### config.mk
export PLATFORM = sky130hd
export DESIGN_NAME = lfsc_merge
export DESIGN_NICKNAME = d
export VERILOG_FILES = /design/src/design/lfsc_pkg.sv /design/src/design/lfsc_merge.sv
export SDC_FILE = /design/constraint.sdc
export NUM_CORES = 1
export LEC_CHECK = 0
export BUFFER_PORTS_ARGS = -buffer_cell sky130_fd_sc_hd__buf_4
export CAP_MARGIN = 10
export CORE_MARGIN = 1.5
export CORE_UTILIZATION = 49
export DETAILED_ROUTE_END_ITERATION = 12
export GPL_ROUTABILITY_DRIVEN = 0
export PLACE_DENSITY = 0.85
export SLEW_MARGIN = 30
export SYNTH_ARGS = -nofsm -noshare
export SYNTH_HDL_FRONTEND = slang
export SYNTH_SLANG_ARGS = --single-unit
### constraint.sdc
create_clock -name vclk -period 4.6
set_input_delay 0.92 -clock vclk [all_inputs]
set_output_delay 0.92 -clock vclk [all_outputs]
set_load 0.05 [all_outputs]
### src/design/lfsc_pkg.sv
// Shared types and constants of the LED frame slot compositor.
// Holds slot, colour and stream layout constants and the lane control struct.
// No dependencies.
package lfsc_pkg;

    localparam int SLOT_COUNT = 4;
    localparam int SLOT_W     = 2;
    localparam int ID_W       = 32;
    localparam int STAMP_W    = 32;
    localparam int CHAN_W     = 8;
    localparam int COLOUR_W   = 3 * CHAN_W;
    localparam int BULB_IDX_W = 6;

    localparam logic [CHAN_W-1:0] CHAN_MAX = 8'hff;

    localparam logic OP_HEADER = 1'b0;
    localparam logic OP_BULB   = 1'b1;

    localparam int S_TDATA_W = 96;
    localparam int M_TDATA_W = 32;

    localparam int S_CLEAR_POS = 0;
    localparam int S_ID_LSB    = 1;
    localparam int S_NOW_LSB   = S_ID_LSB + ID_W;
    localparam int S_RED_LSB   = S_NOW_LSB + STAMP_W;
    localparam int S_GREEN_LSB = S_RED_LSB + CHAN_W;
    localparam int S_BLUE_LSB  = S_GREEN_LSB + CHAN_W;

    typedef struct packed {
        logic                clear;
        logic                hdr_we;
        logic                rd_en;
        logic                wr_en;
        logic [ID_W-1:0]     id;
        logic [STAMP_W-1:0]  stamp;
        logic [COLOUR_W-1:0] colour;
    } lfsc_lane_ctrl_t;

endpackage

### src/design/lfsc_merge.sv
// Merging stage: per-channel sum of the slot colours, saturated at full scale.
// Depends on lfsc_pkg.
module lfsc_merge
    import lfsc_pkg::*;
(
    input  logic [SLOT_COUNT-1:0][COLOUR_W-1:0] colours,
    output logic [COLOUR_W-1:0]                 mixed
);

    always_comb begin
        logic [CHAN_W+SLOT_W-1:0] acc;
        mixed = '0;
        for (int c = 0; c < 3; c++) begin
            acc = '0;
            for (int s = 0; s < SLOT_COUNT; s++) begin
                acc = acc + {{SLOT_W{1'b0}}, colours[s][c*CHAN_W +: CHAN_W]};
            end
            if (acc > {{SLOT_W{1'b0}}, CHAN_MAX}) begin
                mixed[c*CHAN_W +: CHAN_W] = CHAN_MAX;
            end else begin
                mixed[c*CHAN_W +: CHAN_W] = acc[CHAN_W-1:0];
            end
        end
    end

endmodule

# --- Yosys cells after proc, flatten, opt, wreduce, memory -nomap -nowiden ---
# Index checks and enable logic that the tools add are counted.
classes:
  magnitude_cmp: 3
  n_mux: 3
  n_addsub: 9
op_table:
  columns: ["cell", "count"]
  rows:
  - ["adder 10 x 8 -> 10 bit", 3]
  - ["adder 9 x 8 -> 10 bit", 3]
  - ["greater-than comparator 10 x 8 -> 1 bit (second input constant)", 3]
  - ["adder 8 x 8 -> 9 bit", 3]
  - ["two-way mux 8 bit", 3]
word_totals:
  wordCells: 15
  in_bits: 96
  output_inout_bits: 24
  ff_bits: 0

# --- Depth between registers and ports, before layout ---
# Gate-level depths: netlist (run 1).
logic_depth:
  word_depth: 5
  ltp_mapped: 11
  depth_no_buf: 11

# --- Worst setup path before layout (run 1) ---
# No wires, ideal clock.
synth_timing:
  path_type: "input to output"
  start: "input colours[9] in the netlist's numbering"
  end: "output mixed[15]"
  arrival_time_ps: 3566
  path_buffers: 0
  path_slack_ps: 114
  stages: 11
  path_cell_list: "inv_1 -> fa_1 -> inv_1 -> fa_1 -> ha_1 -> fa_1 -> nand3_1 -> a21oi_1 -> a211oi_1 -> mux2i_2 -> or2_1"
synth_between:
  elab_chain_len: 5
synth_lines:
  columns: ["item", "line", "rtl"]
  rows:
  - ["start: declaration", "lfsc_merge.sv:6", "input logic [SLOT_COUNT-1:0][COLOUR_W-1:0] colours,"]
  - ["adder 8 x 8 -> 9 bit (*)", "lfsc_merge.sv:16", "acc = acc + {{SLOT_W{1'b0}}, colours[s][c*CHAN_W +: CHAN_W]};"]
  - ["adder 9 x 8 -> 10 bit (*)", "lfsc_merge.sv:16", null]
  - ["adder 10 x 8 -> 10 bit (*)", "lfsc_merge.sv:16", null]
  - ["greater-than comparator 10 x 8 -> 1 bit", "lfsc_merge.sv:18", "if (acc > {{SLOT_W{1'b0}}, CHAN_MAX}) begin"]
  - ["two-way mux 8 bit (*)", "lfsc_merge.sv:18", null]
  - ["end: declaration", "lfsc_merge.sv:7", "output logic [COLOUR_W-1:0] mixed"]
# Mark *: on every way between the ends. The rest lies on a longest branch, timed or not.

# --- Worst setup path after layout (run 1) ---
layout_timing:
  start: "input colours[1] in the netlist's numbering"
  end: "output mixed[2]"
# The elaborated chain is that of the path after synthesis.

==> results_dict.tcl, run 1 <==
set metrics [dict create \
    synth.yosys.seq_area_share_pct 0 \
    dpl.hpwl_um 5140 \
    cp-end-kind "output port" \
    crit_chain "buf_6, inv_2, fa_1, inv_2, fa_1, ha_2, fa_2, nand3_2, a21oi_2, a211oi_2, mux2i_4, or2_1, buf_6" \
    num_rows 25 \
    worstHoldPathType "input port to output port" \
    period_share_pct 99.8 \
    path_max_fanout 8 \
    num-clock-buffers 0 \
    slowest_delay_ns 0.55 \
    critPathKind "input port to output port" \
    min_from "colours[88]" \
    cellLeakagePower_nw 2.11 \
    fin_util_pct 80.4 \
    syn_area_um2 2420 \
    syn_area_per_cell_um2 8.00 \
    p_seq_share_pct 0 \
    core_um2 4750 \
    post_drt_wl_per_cell_um 13.2 \
    powerDensity_nw_per_um2 413 \
    status "finished, final reports clean" \
    hold_depth 4 \
    grt_pass1_wl_um 9580 \
    drt-vias-per-instance 4.76 \
    ios 120 \
    routed-via-count 2366 \
    syn-instance-count 303 \
    totalWireLength_um 6580 \
    fmax_mhz 218 \
    finalSetupViolations 0 \
    crit_arrival_ns 3.67 \
    ys_warn_count 0 \
    combPwrFrac_pct 100.0 \
    peakVddDrop_uv 266 \
    fin_setup_tns_ns 0 \
    area_growth_pct 57.7 \
    initialDrtViolationCount 63 \
    layout.nets 603 \
    period_needed_ns 4.59 \
    netSwitchingFraction_pct 57.4 \
    holdPathEnd "mixed[16]" \
    seq_area_um2 0 \
    die_h_um 73.3 \
    grt_overflow 0 \
    grt_pass1_vias 2368 \
    diodes 0 \
    route.detailed.drc 0 \
    max_slew_margin_pct 80.2 \
    drv_cap 0 \
    drt_pass1_iterations 4 \
    cp-start-kind "input port" \
    cp.required_ns 3.68 \
    seq_cells 0 \
    tightest_slew_ns 0.295 \
    slew_viol_final 0 \
    final_antenna_net_count 0 \
    synth_fp_nets 474 \
    p_int_uw 673 \
    grt_usage_pct 22.2 \
    grt_max_degree 9 \
    hold_violations 0 \
    p_clk_share_pct 0 \
    rsz0062_at_grt "yes" \
    antenna_found_initial 0 \
    cp_slowest_cell "fa_1" \
    drive_gt1_share_pct 41.4 \
    dieArea_um2 5380 \
    initial_core_util_pct 51.0 \
    synth_cell_type_count 17 \
    die_w_um 73.3 \
    p_switching_uw 905 \
    io_buffers 120 \
]
==> cell usage after synthesis <==
| library cell | count | area, um^2 |
|---|---|---|
| a31oi_1 | 6 | 37.5 |
| nand2b_1 | 12 | 75.1 |
| nor2_1 | 6 | 22.5 |
| nand4_1 | 3 | 18.8 |
| a21o_1 | 6 | 45.0 |
| or2_1 | 12 | 75.1 |
| and3b_1 | 3 | 26.3 |
| xor2_1 | 3 | 26.3 |
| a21oi_1 | 15 | 75.1 |
| inv_1 | 123 | 462 |
| a211oi_1 | 3 | 22.5 |
| fa_1 | 48 | 961 |
| xnor2_1 | 12 | 105 |
| nand3_1 | 12 | 60.1 |
| ha_1 | 27 | 338 |
| nand2_1 | 9 | 33.8 |
| mux2i_2 | 3 | 41.3 |
==> through the flow <==
step	power (mW)	area [um^2]	hold slack, ns	cells	setup WS (ns)
after floorplan	0.929	2420	2.32	303	0.114
after global placement	1.26	3450	2.30	495	-0.0686
after detailed placement	1.29	3450	2.30	495	-0.149
after CTS	1.35	3520	2.29	495	0.00368
after global routing	1.69	3820	2.30	497	-0.0715
final	1.58	3820	2.28	497	0.0109
==> placed cells by master (no fill, tap or decap), types with 6 or more instances in the layout <==
master    count
inv_1       116
buf_6        23
a31oi_1       6
nand2b_1      9
a21oi_1       7
fa_1         45
a21oi_2       8
ha_1          9
or2_1        12
nand3_1       9
inv_2         6
xnor2_1      12
ha_2          8
nor2_1        6
a21o_1        6
buf_4       103
nand2_1       9
ha_4         10
==> what timing repair did <==
action,in CTS,in global routing
setup buffers,0,2
pin swaps,3,15
setup endpoints to repair,24,24
cloned,0,0
resized for setup,16,68
hold buffers,0,0
==> metal layers <==
layer	share of wire [%]	track usage, %
met5	0	0
met4	2.2	4.73
met3	4.5	0.960
met2	58	45.3
met1	35	25.0
==> cells by family after synthesis <==
kind of cell / after synthesis / synth area share [%]
and+or+nand+nor: 57 / 12.8
xor gates and xnor gates: 15 / 5.42
adders and majority gates: 75 / 53.6
buffers and inverters: 123 / 19.0
AOI/OAI and AO/OA: 30 / 7.43
muxes: 3 / 1.70
==> worst max path at each step <==
stage | start | to | slack (ns) | cells after the start
after floorplan | colours[9] | mixed[15] | 0.11 | 11
after global placement | colours[1] | mixed[7] | -0.07 | 13
after detailed placement | colours[9] | mixed[15] | -0.15 | 13
after CTS | colours[27] | mixed[3] | 0.004 | 12
after global routing | colours[1] | mixed[2] | -0.07 | 13
final | colours[1] | mixed[2] | 0.01 | 13
==> worst max-delay path: cells and delay by family <==
kind                       cells  cell delay [ns]
muxes                          1             0.14
AOI/OAI and AO/OA              2             0.33
buffers and inverters          4             0.32
and+or+nand+nor                2             0.39
adders and majority gates      4             1.56
==> power groups by stage <==
stage	logic, mW	clock network [mW]	registers [mW]
6_report	1.58	0	0
5_1_grt	1.69	0	0
4_1_cts	1.35	0	0
3_5_place_dp	1.29	0	0
3_3_place_gp	1.26	0	0
2_1_floorplan	0.929	0	0
==> layout make-up <==
class,instances,area (um^2)
fillers,323,931
multi-input cells,180,2230
repair buffers,127,1050
inverters,123,464
well taps,67,83.8
(Power assumes the default switching activity.)
==> inputs of run 2 (changes only) <==
--- a/config.mk
+++ b/config.mk
@@ -7,6 +7,7 @@
 export LEC_CHECK = 0
 export BUFFER_PORTS_ARGS = -buffer_cell sky130_fd_sc_hd__buf_4
 export CAP_MARGIN = 10
+export CORE_ASPECT_RATIO = 0.7
 export CORE_MARGIN = 1.5
 export CORE_UTILIZATION = 49
 export DETAILED_ROUTE_END_ITERATION = 12
==> run 2 against run 1 <==
  * Clock-buffer cell count did not move
  * Sequential share of layout area stayed put
  * Die area increased by 0.13%
  * Non-clock buffer count increased by 2
  * Largest cell class unchanged
  * Largest power group unchanged
  * The flow now finishes with violations (setup timing)
==> results_dict.tcl, run 2 (synthesis gave the netlist of run 1 again) <==
set metrics [dict create \
    crit_arrival_ns 3.71 \
    num_rows 21 \
    period_share_pct 101 \
    n_fill_cell 316 \
    period_needed_ns 4.63 \
    cp.required_ns 3.68 \
    drv_cap 0 \
    finalSetupViolations 8 \
    rsz0062_at_grt "yes" \
    grt_usage_pct 20.6 \
    initial_core_util_pct 50.7 \
    grt_max_degree 9 \
    drive_gt1_share_pct 42.6 \
    status "finished with violations" \
    drt-vias-per-instance 4.71 \
    mostFrequentLayoutCell "inv_1" \
    num-clock-buffers 0 \
    layout.nets 605 \
    seq_area_um2 0 \
    hold_violations 0 \
    final_cell_mix "inv_1 (115), buf_4 (100), fa_1 (45)" \
    place_ws_ns -0.202 \
    cts_hold_buf 0 \
    seq_cells 0 \
    core_um2 4780 \
    slew_viol_final 0 \
    drt_pass1_iterations 5 \
    area_growth_pct 58.9 \
    grt_pass1_wl_um 8850 \
    fmax_mhz 216 \
    cellLeakagePower_nw 2.12 \
    initialDrtViolationCount 65 \
    die_w_um 87.1 \
    layout_setup_ws_ns -0.0326 \
    totalWireLength_um 6250 \
    dpl-instance-area_um2 3460 \
    diodes 0 \
    ios 120 \
    powerDensity_nw_per_um2 410 \
    cp-start-kind "input port" \
    tightest_slew_ns 0.301 \
    dp.cells 498 \
    post_drt_wl_per_cell_um 12.5 \
    final_antenna_net_count 0 \
    fin_cells 501 \
    cp-end-kind "output port" \
    dpl.hpwl_um 4920 \
    multi_input_area_um2 2220 \
    max_slew_margin_pct 79.5 \
    hold_ws_ns 2.28 \
    grt_pass1_vias 2127 \
    grt_overflow 0 \
    final_area_um2 3850 \
    routed-via-count 2360 \
    io_buffers 120 \
    worstHoldPathType "input port to output port" \
    route.detailed.drc 0 \
    peakVddDrop_uv 306 \
    violations "setup timing" \
    path_max_fanout 8 \
    critPathKind "input port to output port" \
    die_h_um 61.9 \
    dieArea_um2 5390 \
    antenna_found_initial 0 \
]
-- run 2: cell types whose count changed in the layout (fill, tap and decap cells not counted), moves of 2 or more --
cell / delta
ha_4: -4
inv_2: +2
nand3_1: -2
buf_6: +4
a21oi_2: +2
buf_4: -3
ha_1: +2
a21oi_1: -3
ha_2: +2
-- run 2: metrics by stage --
step / utilization (%) / TNS [ns] / power, mW
detailed placement: 72.3 / -2.74 / 1.29
global placement: 72.3 / -0.899 / 1.26
floorplan: - / 0 / 0.929
finish: 80.6 / -0.148 / 1.58
global route: 80.6 / -1.67 / 1.69
CTS: 74.4 / 0 / 1.36
-- run 2: what timing repair did --
item	4_1_cts	5_1_grt
endpoints found under the hold margin	0	0
buffers inserted	0	4
endpoints found under the setup margin	24	24
pin swaps	3	17
gates resized for setup	23	68
-- run 2: final timing paths --
kind | slack, ns | to | from | cells past startpoint
hold / removal | 2.28 | mixed[0] | colours[72] | 4
setup / recovery | -0.03 | mixed[16] | colours[65] | 13
-- run 2: metal layers --
metal / vias up / global-route usage, % / share of wire, %
met1: 1108 / 27.5 / 40
li1: 1143 / - / -
met5: - / 0 / 0
met2: 95 / 38.9 / 53
met3: 14 / 1.45 / 5.6
met4: 0 / 1.84 / 1.7
-- run 2: power by group --
group,total (mW),switching (mW),internal [mW]
Sequential,0,0,0
Clock,0,0,0
Combinational,1.58,0.904,0.675
Total,1.58,0.904,0.675
-- run 2: worst max-delay path: stages --
cell and delay (ns):
buf_6 0.07, inv_2 0.03, fa_1 0.54, inv_2 0.04
fa_1 0.51, ha_4 0.20, fa_2 0.38, nand3_2 0.11
a21oi_2 0.07, a211oi_2 0.27, mux2i_4 0.14, or2_1 0.26
buf_6 0.16
-- run 2: final cells by class --
| cell class | count | share of cell area, % |
|---|---|---|
| multi-input combinational | 180 | 57.6 |
| tap | 69 | 2.24 |
| timing repair buffer | 129 | 28.2 |
| inverter | 123 | 12.0 |
