===== config.mk =====
export PLATFORM = sky130hd
export DESIGN_NAME = lfsc_lane
export DESIGN_NICKNAME = d
export VERILOG_FILES = /design/src/design/lfsc_pkg.sv /design/src/design/lfsc_lane.sv
export SDC_FILE = /design/constraint.sdc
export NUM_CORES = 1
export LEC_CHECK = 0
export BUFFER_PORTS_ARGS = -buffer_cell sky130_fd_sc_hd__buf_2
export CORE_ASPECT_RATIO = 1.2
export CORE_MARGIN = 2
export CORE_UTILIZATION = 45
export CTS_CLUSTER_SIZE = 25
export DETAILED_ROUTE_END_ITERATION = 12
export SLEW_MARGIN = 20
export SYNTH_ARGS = -nofsm -noshare
export SYNTH_HDL_FRONTEND = slang
export SYNTH_SLANG_ARGS = --single-unit

===== constraint.sdc =====
create_clock -name aclk -period 5 [get_ports aclk]
set_input_delay 1 -clock aclk [delete_from_list [all_inputs] [get_ports aclk]]
set_output_delay 1 -clock aclk [all_outputs]
set_load 0.02 [all_outputs]

===== src/design/lfsc_pkg.sv =====
// Shared types and constants of the LED frame slot compositor.
// Holds slot, colour and stream layout constants and the lane control struct.
// No dependencies.
package lfsc_pkg;

    localparam int SLOT_COUNT = 4;
    localparam int SLOT_W     = 2;
    localparam int ID_W       = 32;
    localparam int STAMP_W    = 32;
    localparam int CHAN_W     = 8;
    localparam int COLOUR_W   = 3 * CHAN_W;
    localparam int BULB_IDX_W = 6;

    localparam logic [CHAN_W-1:0] CHAN_MAX = 8'hff;

    localparam logic OP_HEADER = 1'b0;
    localparam logic OP_BULB   = 1'b1;

    localparam int S_TDATA_W = 96;
    localparam int M_TDATA_W = 32;

    localparam int S_CLEAR_POS = 0;
    localparam int S_ID_LSB    = 1;
    localparam int S_NOW_LSB   = S_ID_LSB + ID_W;
    localparam int S_RED_LSB   = S_NOW_LSB + STAMP_W;
    localparam int S_GREEN_LSB = S_RED_LSB + CHAN_W;
    localparam int S_BLUE_LSB  = S_GREEN_LSB + CHAN_W;

    typedef struct packed {
        logic                clear;
        logic                hdr_we;
        logic                rd_en;
        logic                wr_en;
        logic [ID_W-1:0]     id;
        logic [STAMP_W-1:0]  stamp;
        logic [COLOUR_W-1:0] colour;
    } lfsc_lane_ctrl_t;

endpackage


===== src/design/lfsc_lane.sv =====
// One frame slot: sender id, timestamp and a per-bulb colour memory with valid bits.
// Depends on lfsc_pkg.
module lfsc_lane
    import lfsc_pkg::*;
#(
    parameter int DEPTH  = 50,
    parameter int ADDR_W = 6
) (
    input  logic                  aclk,
    input  logic                  aresetn,
    input  lfsc_lane_ctrl_t       ctrl,
    input  logic [ADDR_W-1:0]     addr,
    output logic [ID_W-1:0]       sender,
    output logic [STAMP_W-1:0]    stamp,
    output logic [COLOUR_W-1:0]   rd_colour
);

    logic [COLOUR_W-1:0] mem [DEPTH];
    logic [DEPTH-1:0]    valid_reg;
    logic [ID_W-1:0]     sender_reg;
    logic [STAMP_W-1:0]  stamp_reg;
    logic [COLOUR_W-1:0] rd_reg;

    always_ff @(posedge aclk) begin
        if (!aresetn) begin
            valid_reg  <= '0;
            sender_reg <= '0;
            stamp_reg  <= '0;
        end else if (ctrl.clear) begin
            valid_reg  <= '0;
            sender_reg <= '0;
            stamp_reg  <= '0;
        end else begin
            if (ctrl.hdr_we) begin
                sender_reg <= ctrl.id;
                stamp_reg  <= ctrl.stamp;
            end
            if (ctrl.wr_en) begin
                valid_reg[addr] <= 1'b1;
            end
        end
    end

    always_ff @(posedge aclk) begin
        if (ctrl.wr_en) begin
            mem[addr] <= ctrl.colour;
        end
        if (ctrl.rd_en) begin
            if (ctrl.wr_en) begin
                rd_reg <= ctrl.colour;
            end else if (valid_reg[addr]) begin
                rd_reg <= mem[addr];
            end else begin
                rd_reg <= '0;
            end
        end
    end

    assign sender    = sender_reg;
    assign stamp     = stamp_reg;
    assign rd_colour = rd_reg;

endmodule


Word-level counts from Yosys, hierarchy flattened
Memory sizes are Yosys's and may differ from the RTL's.
Cells that the tools add are included.
{"block": "totals", "memories": 1, "regBits": 138, "ramBits": 1200, "wordCells": 19, "output_inout_bits": 88, "inputBits": 100}
{"block": "classes", "muxes": 8, "n_bitwise": 2, "n_reduce_logical": 2, "order_cmp": 2}
{"name": "mem", "depth": 50, "width": 24, "rd": 1, "rd_ports_with_merged_regs": 0, "write_ports": 1, "line": "lfsc_lane.sv:18", "source": "logic [COLOUR_W-1:0] mem [DEPTH];"}
{"cell": "$or 50x50->50", "n": 1}
{"cell": "$mux 24", "n": 2}
{"cell": "$lt 6x7->1 const B", "n": 1}
{"cell": "$bmux 1 s6", "n": 1}
{"cell": "$demux 1 s6", "n": 1}
{"cell": "$ge 6x1->1 const B", "n": 1}
{"cell": "$mux 1", "n": 4}
{"cell": "$reduce_or 2->1", "n": 1}
{"cell": "$logic_and 1x1->1", "n": 1}
{"cell": "$not 1->1", "n": 1}

Longest topological paths before layout
Gate-level depths: netlist (run 1).
{"block": "depth", "word_depth": 5, "ltp_mapped": 11, "mapped_depth_nobuf": 6}

Worst setup path after synthesis (run 1)
No wires, ideal clock.
{"block": "synth_timing", "kind": "in2reg", "start": "input port addr[2]", "end": "memory mem[48][0] (netlist name) (enable)", "arrival_time_ns": 3.822, "n_path_buf": 4, "stages": 7, "slack_ns": 0.740, "setup_time_ns": 0.437, "t_required_ns": 4.563, "path_cell_list": "buf_2 buf_4 nor2_1 buf_4 clkbuf_1 nand2_1 nor3_1"}
{"element": "start: declaration", "line": "lfsc_lane.sv:12", "source": "input logic [ADDR_W-1:0] addr,"}
{"element": "end: declaration", "line": "lfsc_lane.sv:18"}
Straight into the memory's write port.

Worst setup path after layout (run 1)
{"block": "layout_timing", "start": "input port addr[0]", "end": "register rd_reg[20] (netlist: rd_colour[20]), data pin"}
{"block": "layout_between", "elab_chain_len": 4, "word_cells_on_any_way": 5, "classes_between": "mux: 4; memory: 1"}
{"element": "$bmux 1 s6", "line": "lfsc_lane.sv:51", "source": "end else if (valid_reg[addr]) begin"}
{"element": "$mux 1 (implied by the code)", "line": "lfsc_lane.sv:51"}
{"element": "$mux 24 *", "line": "lfsc_lane.sv:51"}
{"element": "$mux 24 *", "line": "lfsc_lane.sv:49", "source": "if (ctrl.wr_en) begin"}
{"element": "end signal: assignment", "line": "lfsc_lane.sv:50", "source": "rd_reg <= ctrl.colour;"}
{"element": "end signal: assignment", "line": "lfsc_lane.sv:52", "source": "rd_reg <= mem[addr];"}
{"element": "end: declaration", "line": "lfsc_lane.sv:22", "source": "logic [COLOUR_W-1:0] rd_reg;"}
Mark *: on every way between the ends. The rest lies on a longest branch, timed or not. The select of a mux whose other input is x is not followed.
A chain may end at the register's enable or synchronous reset.

==> results of run 1 <==
==> routing by layer <==
| metal | up-vias | global-route usage (%) | share of wire (%) |
|---|---|---|---|
| li1 | 12400 | - | - |
| met3 | 416 | 6.25 | 10 |
| met1 | 15700 | 35.8 | 37 |
| met4 | 10 | 13.1 | 5.1 |
| met5 | - | 0 | 0.039 |
| met2 | 2003 | 45.0 | 48 |
==> layout make-up <==
cell class	count	area [µm²]	area share [%]
flip-flops and latches	1338	39000	65.9
multi-input cells	1365	11700	19.7
clock buffers	187	3680	6.21
repair buffers	349	2480	4.19
well taps	1518	1900	3.20
clock inverters	52	440	0.743
inverters	17	65.1	0.110
diodes	2	5.00	0.00845
==> metrics by stage <==
step	hold WS, ns	total power [mW]	cell area (µm²)
after floorplan	0.433	13.3	51500
after global routing	0.457	24.0	59300
after global placement	0.442	14.0	55100
after CTS	0.432	23.5	59200
after detailed placement	0.452	14.0	55100
final	0.468	23.5	59300
==> synthesized netlist by cell type (14+ instances only) <==
cell type	instances	area (µm²)
edfxtp_1	1224	36800
mux2i_1	253	2530
nor2_1	237	890
a221oi_1	144	1260
dfxtp_1	114	2280
mux2_2	89	1000
o22ai_1	83	519
a21oi_1	78	390
mux4_2	75	1690
clkbuf_1	73	274
a22oi_1	62	465
buf_2	57	285
o21ai_0	55	275
a22o_1	47	412
buf_4	39	293
nand2_1	36	135
buf_6	27	304
a221o_1	19	190
inv_1	17	63.8
nor2b_1	17	106
o221ai_1	15	131
o22a_1	15	131
nand3_1	14	70.1
o21a_1	14	105
==> worst max-delay path, delay by kind of cell <==
family	cells	cell delay [ns]
compound gates	4	1.26
buf+inv	3	1.01
simple gates	1	0.62
==> cell families (layout without fill, tap and decap cells) <==
logic type / count (synthesis) / count (layout)
other: 0 / 2
and+or+nand+nor: 348 / 348
DFF: 1338 / 1338
AOI/OAI and AO/OA: 600 / 600
buffers and inverters: 224 / 605
muxes: 417 / 417
==> power groups by stage <==
| stage | registers (mW) | clock network [mW] | logic [mW] |
|---|---|---|---|
| final | 12.4 | 9.61 | 1.48 |
| after global routing | 12.4 | 10.1 | 1.53 |
| after CTS | 12.4 | 9.71 | 1.45 |
| after detailed placement | 12.6 | 0 | 1.45 |
| after global placement | 12.6 | 0 | 1.43 |
| after floorplan | 12.6 | 0 | 0.704 |
==> worst max path at each step <==
stage,to,from,cells after the start
after floorplan,mem[48][0],addr[2],7
after global placement,rd_colour[10],addr[2],8
after detailed placement,rd_colour[3],addr[0],7
after CTS,mem[43][1],addr[0],4
after global routing,mem[43][1],addr[0],4
final,rd_colour[20],addr[0],8
==> results.md, run 1 <==
* First-pass GRT wire length at 231 mm
* Kind of critical path: in2reg
* Overflow after GRT at 0
* Sw Share at 22.6%
* First DRT Iteration DRCs at 4,336
* Max Fclk at 0.286 GHz
* Setup TNS Final at 0 ns
* Inserted Clock Buffers at 132
* Ports at 188
* Power density cells at 396 nW/µm²
* Number of global-route vias before repair at 30,400
* Postcts setup bufs at 0
* Worst slew margin at 22.2%
* Share of layout cells above drive strength 1 at 23.5%
* Post-synth EDFFs at 1,224
* Post-route DRC at 0
* CTS H-tree lvls at 4
* Mux share of post-synthesis cell area at 10.1%
* Mean Syn Cell Area at 17.6 µm²
* Largest family of logic cells by synthesized area: multiplexers
* MaxCap Viol Count at 0
* Setup Skew at 0.0275 ns
* Setup ws final at 1.50 ns
* Status: finished, final reports clean
* Xor/xnor share of the synthesized area at 0%
* Syn nets at 3,027
* Pint at 18.2 mW
* Most frequent cells in the layout: 1,224 x edfxtp_1, 253 x mux2i_1, 187 x nor2_1, 179 x buf_2
* Port Buf Inserts at 187
* Mapped Area at 51,500 µm²
* Initial antenna violation count at 13
* Die Span X at 313 µm
* Yosys cell types at 62
* TritonCTS clock tree: built
* FP Rows at 136
* Static Leak at 19.7 nW
* Reg power frac at 52.7%
* Drt total wl at 164 mm
* Slowest-stage cell, CP: o21ai_0
* CP Capture Type: flop
* Final hold violation count at 0
* Fin crit share at 70.0%
* R2R Path End: rd_colour[2]
* Clk root buf: clkbuf_16
* Pre-antenna DRT Iters at 6
* Maximum clock insertion buffer count at 3
* Hold crit path type: reg2reg
* CP Cell Sequence: buf_8 -> buf_12 -> nor2b_4 -> buf_4 -> a22oi_1 -> o21ai_0 -> a211oi_1 -> a311oi_1
* Critical Path Start Type: input pin
* Vias at 30,600
* Reg clk slew, reported paths at 0.06 ns
* Hpwl dp at 99.0 mm
* Hold Path Origin: valid_reg[35]
* Die ar. at 117,000 µm²
* Die Y at 375 µm
* Post-synth ARST share at 0%
* Fillers at 9,155
* RSZ-0062 raised after global routing: false
* Initial Util at 45.2%
* Switching Power at 5.29 mW
* Sequential area share after synthesis at 75.7%
* Gate power share at 6.3%
* Placed Instances at 4,587
* Worst Hold End: valid_reg[35]
* Adder-Cell Fraction of Synth Area at 0%
* Most common cell after layout, fill and taps aside: edfxtp_1
* Post-DRT Antenna Nets at 0
* Nets at 3,303
* WHS Path Cells at 1
* Post-synthesis compound-gate area fraction at 8.74%
* R2r startpoint: mem[22][2]
* CTS-repair resized insts at 0
* Clock power share at 41.0%
* Synth Register Bits at 1,338
* Utilization after layout at 52.0%
* Max rail drop VDD at 0.000337 V
* Yosys Warn Count at 0
* CP max FO at 62
* Post-placement setup slack at 0.859 ns
* Clock sink count at 1,338
* Crit path largest cell delay at 0.66 ns
* Max-slew violation count at 0
* GPL Wtd Cong at 0.924
* Max FFs per register at 1,200
* CTS Hold Buffers Added at 0
* Tmin final at 3.50 ns
* Worst Path Arrival at 4.06 ns
* Final number of setup-violating endpoints at 0
* Layout area overhead at 15.0%
* Top FF cell, synth: edfxtp_1
* Worst EP required at 5.56 ns
* Gr usage total at 27.8%
* Syn Inst Count at 2,927
* Slew @ Worst Pin at 1.16 ns
* DR WL/cell at 34.0 µm
* Clock latency on the worst-skew pair at 0.77 ns
* Non-filler cells, final at 4,828
* Vias per cell at 6.33
* Simple-Gate Fraction of Synth Area at 2.92%
* Reg2Reg Setup Slack at 2.36 ns
* Core area at 114,000 µm²
* Worst r2r path cells at 6
* Largest net degree at the start of global routing at 77
(Power assumes the default switching activity.)
==> inputs of run 2 (changes only) <==
- clock period: 5 -> 3.1 ns (I/O delays scaled with it)
==> run 2 against run 1 <==
Compared with the run above:
- cell area increased by 4.6%
- power increased by 64%
- non-clock buffer count increased by 227
- clock skew decreased by 0.0077 ns
- flip-flop and latch count unchanged
- critical path type is now reg2reg
==> results.md, run 2 (synthesized netlist as in run 1, its figures left out) <==
* Status: finished, final reports clean
* Post-DRT Antenna Nets at 0 (unchanged)
* Most common cell after layout, fill and taps aside: edfxtp_1
* Slew @ Worst Pin at 1.15 ns (-0.0135 ns)
* Max FFs per register at 1,200 (unchanged)
* Tmin final at 2.79 ns
* Inserted Clock Buffers at 133 (+0.76%)
* Share of layout cells above drive strength 1 at 28.5% (+5.0 points)
* CTS Hold Buffers Added at 0 (unchanged)
* CTS H-tree lvls at 4 (unchanged)
* Vias at 31,900 (+4.2%)
* Number of global-route vias before repair at 31,600 (+4.0%)
* Max-slew violation count at 0 (unchanged)
* Max rail drop VDD at 0.000511 V (+52%)
* Reg power frac at 51.8% (-0.9 points)
* Hold crit path type: in2reg
* Switching Power at 8.68 mW (+64%)
* Hpwl dp at 112 mm (+13%)
* Cell area after layout at 62,000 µm² (+4.6%)
* CP Capture Type: flop
* Critical Path Start Type: flop
* Postcts setup bufs at 0 (unchanged)
* First DRT Iteration DRCs at 4,312 (-0.55%)
* Worst slew margin at 23.0% (+0.78 points)
* Drt total wl at 175 mm (+6.4%)
* Worst r2r path cells at 6 (unchanged)
* Largest net degree at the start of global routing at 69 (-10%)
* Die Y at 375 µm (unchanged)
* TritonCTS clock tree: built
* CP max FO at 1 (-98%)
* GPL Wtd Cong at 0.917 (-0.79%)
* Critical path launch point: mem[16][2]
* Core area at 114,000 µm² (unchanged)
* Post-route DRC at 0 (unchanged)
* Final number of setup-violating endpoints at 0 (unchanged)
* Initial antenna violation count at 6 (-7)
* First-pass GRT wire length at 244 mm (+5.7%)
* CTS-repair resized insts at 0 (unchanged)
* Hold Slack at 0.0932 ns (-0.374 ns)
* Kind of critical path: reg2reg
* DR WL/cell at 34.6 µm (+1.7%)
* Worst EP required at 3.61 ns (-1.95 ns)
* Reg clk slew, reported paths at 0.06 ns (about the same)
* Maximum clock insertion buffer count at 3 (unchanged)
* Clk root buf: clkbuf_16
* Pint at 29.8 mW (+64%)
* Die Span X at 313 µm (unchanged)
* Layout area overhead at 20.3%
* Clock power share at 40.9% (about the same)
* Max Fclk at 0.358 GHz
* Fin crit share at 90.0%
* Clock latency on the worst-skew pair at 0.77 ns (about the same)
* Post-placement setup slack at -0.369 ns (-1.23 ns)
* Setup ws final at 0.311 ns (-1.19 ns)
* Power density cells at 620 nW/µm² (+57%)
* Hold Path Origin: ctrl[44]
* Worst Path Arrival at 3.30 ns (-0.76 ns)
* R2r startpoint: mem[16][2]
* Nets at 3,531 (+6.9%)
* MaxCap Viol Count at 0 (unchanged)
* Most frequent cells in the layout: 1,224 x edfxtp_1, 285 x buf_4, 253 x mux2i_1, 187 x nor2_1, 183 x buf_2
* Clock sink count at 1,338 (unchanged)
* Setup Skew at 0.0199 ns (-0.00767 ns)
* Ports at 188 (unchanged)
* Cell Area, Placed at 57,800 µm² (+4.9%)
* Gr usage total at 29.8% (+1.9 points)
* Sw Share at 22.6% (+0.036 points)
* Port Buf Inserts at 187 (unchanged)
* Pre-antenna DRT Iters at 6 (unchanged)
* Static Leak at 21.2 nW (+7.3%)
* Gate power share at 7.2% (+0.9 points)
* Overflow after GRT at 0 (unchanged)
* Final hold violation count at 0 (unchanged)
* WHS Path Cells at 3 (+2)
* Vias per cell at 6.30 (-0.44%)
* RSZ-0062 raised after global routing: false
* Die ar. at 117,000 µm² (unchanged)
* Initial Util at 45.2% (unchanged)
* FP Rows at 136 (unchanged)
* Setup TNS Final at 0 ns (unchanged)
## run 2: changes by cell type in the layout (fill, tap and decap cells not counted), moves of 4 or more
| cell | delta |
|---|---|
| nor2_2 | +11 |
| clkbuf_1 | -16 |
| nor2_4 | -11 |
| clkinv_1 | +13 |
| bufinv_16 | +5 |
| clkbuf_8 | -4 |
| buf_12 | +84 |
| buf_2 | +4 |
| buf_4 | +141 |
## run 2: cell type report
class / count / area, µm²
inverter: 17 / 65.1
clock buffer: 165 / 3530
fill: 9038 / 52000
clock inverter: 74 / 659
timing repair buffer: 576 / 5200
sequential: 1338 / 39000
antenna: 1 / 2.50
tap: 1518 / 1900
multi-input combinational: 1365 / 11600
## run 2: power groups by stage
stage	registers [mW]	logic, mW	clock network, mW
after global routing	19.9	2.86	16.6
final	19.9	2.78	15.7
after floorplan	20.3	1.14	0
after CTS	19.9	2.74	15.9
after detailed placement	20.3	2.73	0
after global placement	20.3	2.69	0
## run 2: critical path: stages, from the launching register on
cell	delay, ns
edfxtp_1	0.36
mux4_2	0.45
mux2_2	0.32
a221oi_1	0.58
o21ai_1	0.23
a21oi_1	0.42
a311oi_1	0.16
## run 2: final timing paths
path | to | slack, ns
worst max-delay path | rd_colour[2] | 0.31
worst min-delay path | stamp[20] | 0.09
worst max register to register | rd_colour[2] | 0.31
worst min register to register | valid_reg[21] | 0.47
## run 2: metrics by stage
stage	instances	utilization, %	total power, mW
6_report	5054	54.4	38.4
2_1_floorplan	2927	-	21.5
3_5_place_dp	4814	50.7	23.0
4_1_cts	5053	54.4	38.6
3_3_place_gp	4814	50.7	23.0
5_1_grt	5053	54.4	39.4
## run 2: per-layer routing
metal	track usage, %	up-vias	wire [µm]
met4	13.6	4	8660
met1	39.3	16600	66700
met3	5.05	402	15700
met5	0	-	27
li1	-	12900	-
met2	48.4	1983	83900
